$ cat src/rrt_tree_nearest_vertex_assert.svh
// Assertion macros shared by the tree store modules.
`ifndef RRT_TREE_NEAREST_VERTEX_ASSERT_SVH
`define RRT_TREE_NEAREST_VERTEX_ASSERT_SVH

// Same-cycle implication, disabled while reset is asserted.
`define RTNV_ASSERT_IMP(lbl, ck, rn, a, b) \
  lbl: assert property (@(posedge ck) disable iff (!(rn)) (a) |-> (b)) \
    else $error("same-cycle implication failed");

// Next-cycle implication, disabled while reset is asserted.
`define RTNV_ASSERT_NXT(lbl, ck, rn, a, b) \
  lbl: assert property (@(posedge ck) disable iff (!(rn)) (a) |=> (b)) \
    else $error("next-cycle implication failed");

`endif

$ cat src/rtnv_pkg.sv
package rtnv_pkg;

  typedef enum logic [1:0] {
    OP_CLEAR   = 2'd0,
    OP_ADD     = 2'd1,
    OP_NEAREST = 2'd2,
    OP_LAST    = 2'd3
  } op_t;

  typedef enum logic [1:0] {
    ST_OK    = 2'd0,
    ST_EMPTY = 2'd1,
    ST_FULL  = 2'd2
  } status_t;

  typedef enum logic [2:0] {
    S_IDLE,
    S_ADD_RD,
    S_ADD_WR,
    S_SCAN,
    S_DRAIN,
    S_FETCH,
    S_RESULT
  } ctl_state_t;

  // Source of the vertex memory read address.
  typedef enum logic [1:0] {
    RD_PARENT,
    RD_SCAN,
    RD_RESULT
  } rd_sel_t;

  // Cycles from the last scan read until the best match is settled.
  localparam int unsigned DRAIN_CYCLES = 3;

  typedef struct packed {
    op_t                op;
    logic signed [15:0] pos_x;
    logic signed [15:0] pos_y;
    logic [7:0]         parent_index;
    logic               has_parent;
  } req_t;

  typedef struct packed {
    status_t            status;
    logic [7:0]         vertex_index;
    logic [7:0]         vertex_depth;
    logic signed [15:0] vertex_x;
    logic signed [15:0] vertex_y;
    logic [8:0]         vertex_count;
  } res_t;

  typedef struct packed {
    logic    req_load;
    logic    clear_count;
    logic    out_zero;
    status_t zero_status;
    rd_sel_t rd_sel;
    logic    scan_start;
    logic    scan_issue;
    logic    add_write;
    logic    out_hit;
  } dp_cmd_t;

  typedef struct packed {
    logic empty;
    logic full;
    logic scan_last;
  } dp_stat_t;

endpackage

$ cat src/rtnv_ctrl.sv
`include "rrt_tree_nearest_vertex_assert.svh"

module rtnv_ctrl (
  input  logic              clk,
  input  logic              rst_n,
  input  logic              start,
  input  rtnv_pkg::op_t     in_op,
  input  rtnv_pkg::dp_stat_t stat,
  output logic              busy,
  output logic              out_strobe,
  output rtnv_pkg::dp_cmd_t cmd
);
  import rtnv_pkg::*;

  localparam int DW = $clog2(DRAIN_CYCLES + 1);

  ctl_state_t    state_r, state_nxt;
  logic [DW-1:0] drain_cnt_r, drain_cnt_nxt;
  logic          out_strobe_r, out_strobe_nxt;
  logic          accept;

  assign busy       = (state_r != S_IDLE);
  assign accept     = start && (state_r == S_IDLE);
  assign out_strobe = out_strobe_r;

  always_ff @(posedge clk) begin
    if (!rst_n) begin
      state_r      <= S_IDLE;
      drain_cnt_r  <= '0;
      out_strobe_r <= 1'b0;
    end else begin
      state_r      <= state_nxt;
      drain_cnt_r  <= drain_cnt_nxt;
      out_strobe_r <= out_strobe_nxt;
    end
  end

  always_comb begin
    state_nxt       = state_r;
    drain_cnt_nxt   = drain_cnt_r;
    cmd             = '0;
    cmd.zero_status = ST_OK;
    cmd.rd_sel      = RD_SCAN;
    cmd.req_load    = accept;
    case (state_r)
      S_IDLE: begin
        if (accept) begin
          case (in_op)
            OP_CLEAR: begin
              cmd.clear_count = 1'b1;
              cmd.out_zero    = 1'b1;
            end
            OP_ADD: begin
              if (stat.full) begin
                cmd.out_zero    = 1'b1;
                cmd.zero_status = ST_FULL;
              end else begin
                state_nxt = S_ADD_RD;
              end
            end
            OP_NEAREST: begin
              if (stat.empty) begin
                cmd.out_zero    = 1'b1;
                cmd.zero_status = ST_EMPTY;
              end else begin
                cmd.scan_start = 1'b1;
                state_nxt      = S_SCAN;
              end
            end
            default: begin
              if (stat.empty) begin
                cmd.out_zero    = 1'b1;
                cmd.zero_status = ST_EMPTY;
              end else begin
                state_nxt = S_FETCH;
              end
            end
          endcase
        end
      end
      S_ADD_RD: begin
        cmd.rd_sel = RD_PARENT;
        state_nxt  = S_ADD_WR;
      end
      S_ADD_WR: begin
        cmd.add_write = 1'b1;
        state_nxt     = S_IDLE;
      end
      S_SCAN: begin
        cmd.scan_issue = 1'b1;
        if (stat.scan_last) begin
          drain_cnt_nxt = '0;
          state_nxt     = S_DRAIN;
        end
      end
      S_DRAIN: begin
        drain_cnt_nxt = drain_cnt_r + DW'(1);
        if (drain_cnt_r == DW'(DRAIN_CYCLES - 1)) begin
          state_nxt = S_FETCH;
        end
      end
      S_FETCH: begin
        cmd.rd_sel = RD_RESULT;
        state_nxt  = S_RESULT;
      end
      S_RESULT: begin
        cmd.out_hit = 1'b1;
        state_nxt   = S_IDLE;
      end
      default: begin
        state_nxt = S_IDLE;
      end
    endcase
    out_strobe_nxt = cmd.out_zero || cmd.add_write || cmd.out_hit;
  end

  `RTNV_ASSERT_NXT(a_done_strobe, clk, rst_n, (state_r == S_ADD_WR || state_r == S_RESULT), (out_strobe_r && state_r == S_IDLE))
  `RTNV_ASSERT_NXT(a_scan_holds, clk, rst_n, (state_r == S_SCAN && !stat.scan_last), (state_r == S_SCAN))
  `RTNV_ASSERT_IMP(a_drain_bound, clk, rst_n, (state_r == S_DRAIN), (drain_cnt_r < DW'(DRAIN_CYCLES)))

endmodule

$ cat config.mk
export PLATFORM = sky130hd
export DESIGN_NAME = rtnv_ctrl
export DESIGN_NICKNAME = d
export VERILOG_FILES = /design/src/rtnv_pkg.sv /design/src/rtnv_ctrl.sv
export VERILOG_INCLUDE_DIRS = /design/src /design/src/src
export SDC_FILE = /design/constraint.sdc
export NUM_CORES = 1
export LEC_CHECK = 0
export BUFFER_PORTS_ARGS = -buffer_cell sky130_fd_sc_hd__buf_2
export CAP_MARGIN = 15
export CORE_AREA = 2 2 39 41
export CTS_CLUSTER_SIZE = 10
export DETAILED_ROUTE_END_ITERATION = 6
export DIE_AREA = 0 0 41 43
export PLACE_DENSITY = 0.66
export SYNTH_ARGS = -nofsm -noshare
export SYNTH_HDL_FRONTEND = slang
export SYNTH_SLANG_ARGS = --single-unit
$ cat constraint.sdc
create_clock -name clk -period 1.6 [get_ports clk]
set_clock_uncertainty 0.05 [all_clocks]
set_input_delay 0.24 -clock clk [delete_from_list [all_inputs] [get_ports clk]]
set_output_delay 0.24 -clock clk [all_outputs]
set_load 0.01 [all_outputs]
==> results.txt <==
----------------------------------------------------
[Clock network]
  Worst-skew pair later-pin latency ... 240 ps
  Clock Tree Root ... sky130_fd_sc_hd__clkbuf_4
  Max Buffers Root-to-Sink ... 2
  Clock sinks ... 6
  CTS tree ... yes
  H-tree levels ... 1
  Cts bufs inserted ... 3
  Clock-pin slew on the worst setup and hold paths ... 40 ps

[Synth]
  Main combinational cell family by area after synthesis ... simple AND/OR/NAND/NOR gates
  Count of distinct cell types in the synthesized netlist ... 27
  Largest cells by area after synthesis ... sky130_fd_sc_hd__dfxtp_1 (24%), sky130_fd_sc_hd__ha_1 (12%), sky130_fd_sc_hd__inv_1 (7.4%), sky130_fd_sc_hd__nor2_1 (5.1%), sky130_fd_sc_hd__buf_4 (4.4%)
  Synth top area share ... 0.235
  Async S/R FF share, synth ... 0
  Synthesized Nets ... 77
  Synth Area in Compound Gates ... 0.184
  Synthesized instance count ... 64
  EDFF count, synth ... 0
  Mux share of post-synthesis cell area ... 0
  Ys Warns ... 0
  Share of synthesized cell area in full adder, half adder and majority cells ... 0.123
  Most used standard cell by instance count after synthesis ... sky130_fd_sc_hd__inv_1
  Cell area after synthesis ... 510 sq um
  Biggest area consumer among synthesized cells ... sky130_fd_sc_hd__dfxtp_1
  Post-Synth XOR/XNOR Area ... 0
  Mean Syn Cell Area ... 7.98 sq um
  Simple-gate area share of the yosys netlist ... 0.341
  Synthesized flop and latch total ... 6
  Portion of the post-synthesis area used by sequential elements ... 0.235
  Top cell types by occurrence after synthesis ... sky130_fd_sc_hd__inv_1 (10), sky130_fd_sc_hd__nor2_1 (7), sky130_fd_sc_hd__dfxtp_1 (6)
  Post-synth top flop ... sky130_fd_sc_hd__dfxtp_1

[Status]
  Run status ... finished, final reports clean

[Power and ir drop]
  Power density cells ... 1060 mW/mm^2
  Int Pwr ... 439 uW
  Sequential cell fraction of total power ... 0.301
  Share of total power in combinational logic ... 0.515
  Total net switching power ... 296 uW
  Max rail drop VDD ... 0.654 mV
  Clock Power Share ... 0.184
  Net Sw Frac ... 0.402
  Static power due to leakage ... 0.000343 uW

[Setup path]
  Endpoint type of the worst setup path ... output pin
  Crit path cell chain ... nor3_4 > nand2_2 > inv_2 > and3_4 > buf_6
  Maximum fanout encountered on the critical timing path ... 4
  Buf+Inv Stages, Crit Path ... 2
  Data required time of the critical path ... 1310 ps
  Standard cell with the maximum stage delay on the critical path ... sky130_fd_sc_hd__dfxtp_4
  Kind of cell with the highest combined delay on the critical path ... simple AND/OR/NAND/NOR gates
  Longest individual stage delay on the worst path ... 340 ps
  Critical Path AT ... 1260 ps
  Kind of start point of the critical path ... register
  Type of the setup path with the least slack ... reg -> out

[GRT]
  Total GRT Usage ... 0.142
  Vias in the first global route ... 437
  Wire length of the first global-routing pass ... 1720 microns
  Antenna violations before repair ... 0
  Maximum number of pins on one net before global-route repair ... 12
  Aggregate global routing overflow ... 0

[Routing]
  1st-iter DRT viols ... 4
  Via count ... 501
  Via-to-Cell Ratio ... 4.91
  Total Wirelength ... 1110 microns
  ANT nets after route ... 0
  Drt pass-1 iters ... 4
  DR WL/cell ... 10.9 microns
  Number of remaining DRC errors ... 0

[Final layout]
  Non-Filler Instances ... 102
  Area grow syn2layout ... 36.3%
  NumNets Final ... 101
  Post-Route Utilization ... 0.503
  Final cell area excluding filler cells ... 696 sq um
  Layout cells sized above 1 ... 0.453
  N_diodes ... 0

[Die]
  Placement row count ... 14
  Die Y-Extent ... 43 microns
  Die boundary width ... 41 microns
  Core Region ... 0.00138 sq mm
  I/O Pins ... 21
  Die area ... 0.00176 sq mm
  Effective utilization at floorplan ... 0.369

[STA]
  Worst slew slack as a fraction of its limit ... 0.735
  Final period demand of the worst path ... 1550 ps
  Final WS setup ... 48.7 ps
  RSZ-0062 raised after global routing ... yes
  Slew at the pin with the worst max-slew slack ... 394 ps
  Hold WS ... 214 ps
  Fin. Hold Viols ... 0
  Post-route fraction of the period consumed by the critical path ... 0.970
  Number of setup violations in the final report ... 0
  Final Max Slew Viols ... 0
  Max Freq ... 645 MHz

[Placed design]
  Total placed cells including tap cells ... 98
  Final weighted congestion in routability-driven placement ... 0.736
  Detail Placement HPWL ... 847 microns
  I/O Buffers ... 20
  Worst slack, placed ... 56.7 ps
  Placed cell areas ... 616 sq um

[Worst hold path]
  Class of the worst hold path ... in -> reg

[Run]
  Number of violations of the max-capacitance limit ... 0

----------------------------------------------------
==> what timing repair did <==
action / 4_1_cts / 5_1_grt
hold buffers: 0 / 0
resized for setup: 2 / 11
pin swaps: 0 / 4
setup endpoints to repair: 3 / 3
setup buffers: 0 / 1
==> final timing paths <==
path / from / to / slack, ps / depth (start not counted)
worst min-delay path: rst_n / state_r[1] / 210 / 3
worst min register to register: drain_cnt_r[1] / drain_cnt_r[1] / 440 / 2
worst max-delay path: state_r[2] / cmd[6] / 50 / 5
worst max register to register: state_r[0] / state_r[0] / 380 / 5
==> metal layers <==
metal / global-route usage / up-vias / share of wire
li1: - / 263 / -
met1: 0.162 / 220 / 0.41
met2: 0.238 / 18 / 0.52
met3: 0.0471 / 0 / 0.071
met4: 0.0400 / 0 / 0
met5: 0 / - / 0
==> cell usage in the layout, fill, tap and decap left out, types with 2 or more instances in the layout <==
cell                       count
sky130_fd_sc_hd__a221oi_1      2
sky130_fd_sc_hd__buf_2        19
sky130_fd_sc_hd__buf_4         2
sky130_fd_sc_hd__clkbuf_4      3
sky130_fd_sc_hd__dfxtp_1       4
sky130_fd_sc_hd__dfxtp_4       2
sky130_fd_sc_hd__ha_1          4
sky130_fd_sc_hd__inv_1         9
sky130_fd_sc_hd__nand2_1       4
sky130_fd_sc_hd__nor2_1        6
sky130_fd_sc_hd__nor3_1        3
sky130_fd_sc_hd__nor3_4        2
sky130_fd_sc_hd__nor3b_2       2
sky130_fd_sc_hd__o21ai_0       2
==> flip-flops by register name, summed over array words and instances (netlist names) <==
register	cells
state_r	3
out_strobe	1
drain_cnt_r	2
==> through the flow <==
step	total power, uW	TNS (ps)
after floorplan	486	0
after global placement	569	0
after detailed placement	572	0
after CTS	716	0
after global routing	815	-41.4
final	734	0
==> kinds of logic after synthesis <==
family	after synthesis
buffers and inverters	13
and+or+nand+nor	29
adders and majority gates	5
AOI/OAI and AO/OA	11
DFF	6
==> power groups by stage <==
stage / registers (uW) / logic [uW] / clock network [uW]
2_1_floorplan: 213 / 273 / 0
3_3_place_gp: 226 / 344 / 0
3_5_place_dp: 227 / 345 / 0
4_1_cts: 226 / 346 / 144
5_1_grt: 227 / 429 / 159
6_report: 221 / 378 / 135
==> cell type report <==
class / count / area, sq um
repair buffers: 22 / 121
flip-flops and latches: 6 / 128
inverters: 10 / 37.5
fillers: 145 / 688
clock buffers: 3 / 22.5
well taps: 16 / 20.0
multi-input cells: 45 / 367
==> worst reg2reg max path, cell delays in order (launching register included) <==
cell,delay (ps)
sky130_fd_sc_hd__dfxtp_1,330
sky130_fd_sc_hd__buf_4,170
sky130_fd_sc_hd__and3b_1,200
sky130_fd_sc_hd__and2b_1,170
sky130_fd_sc_hd__nor2_1,130
sky130_fd_sc_hd__nor3_2,50
Note: power is estimated with default switching activity, not from simulation.
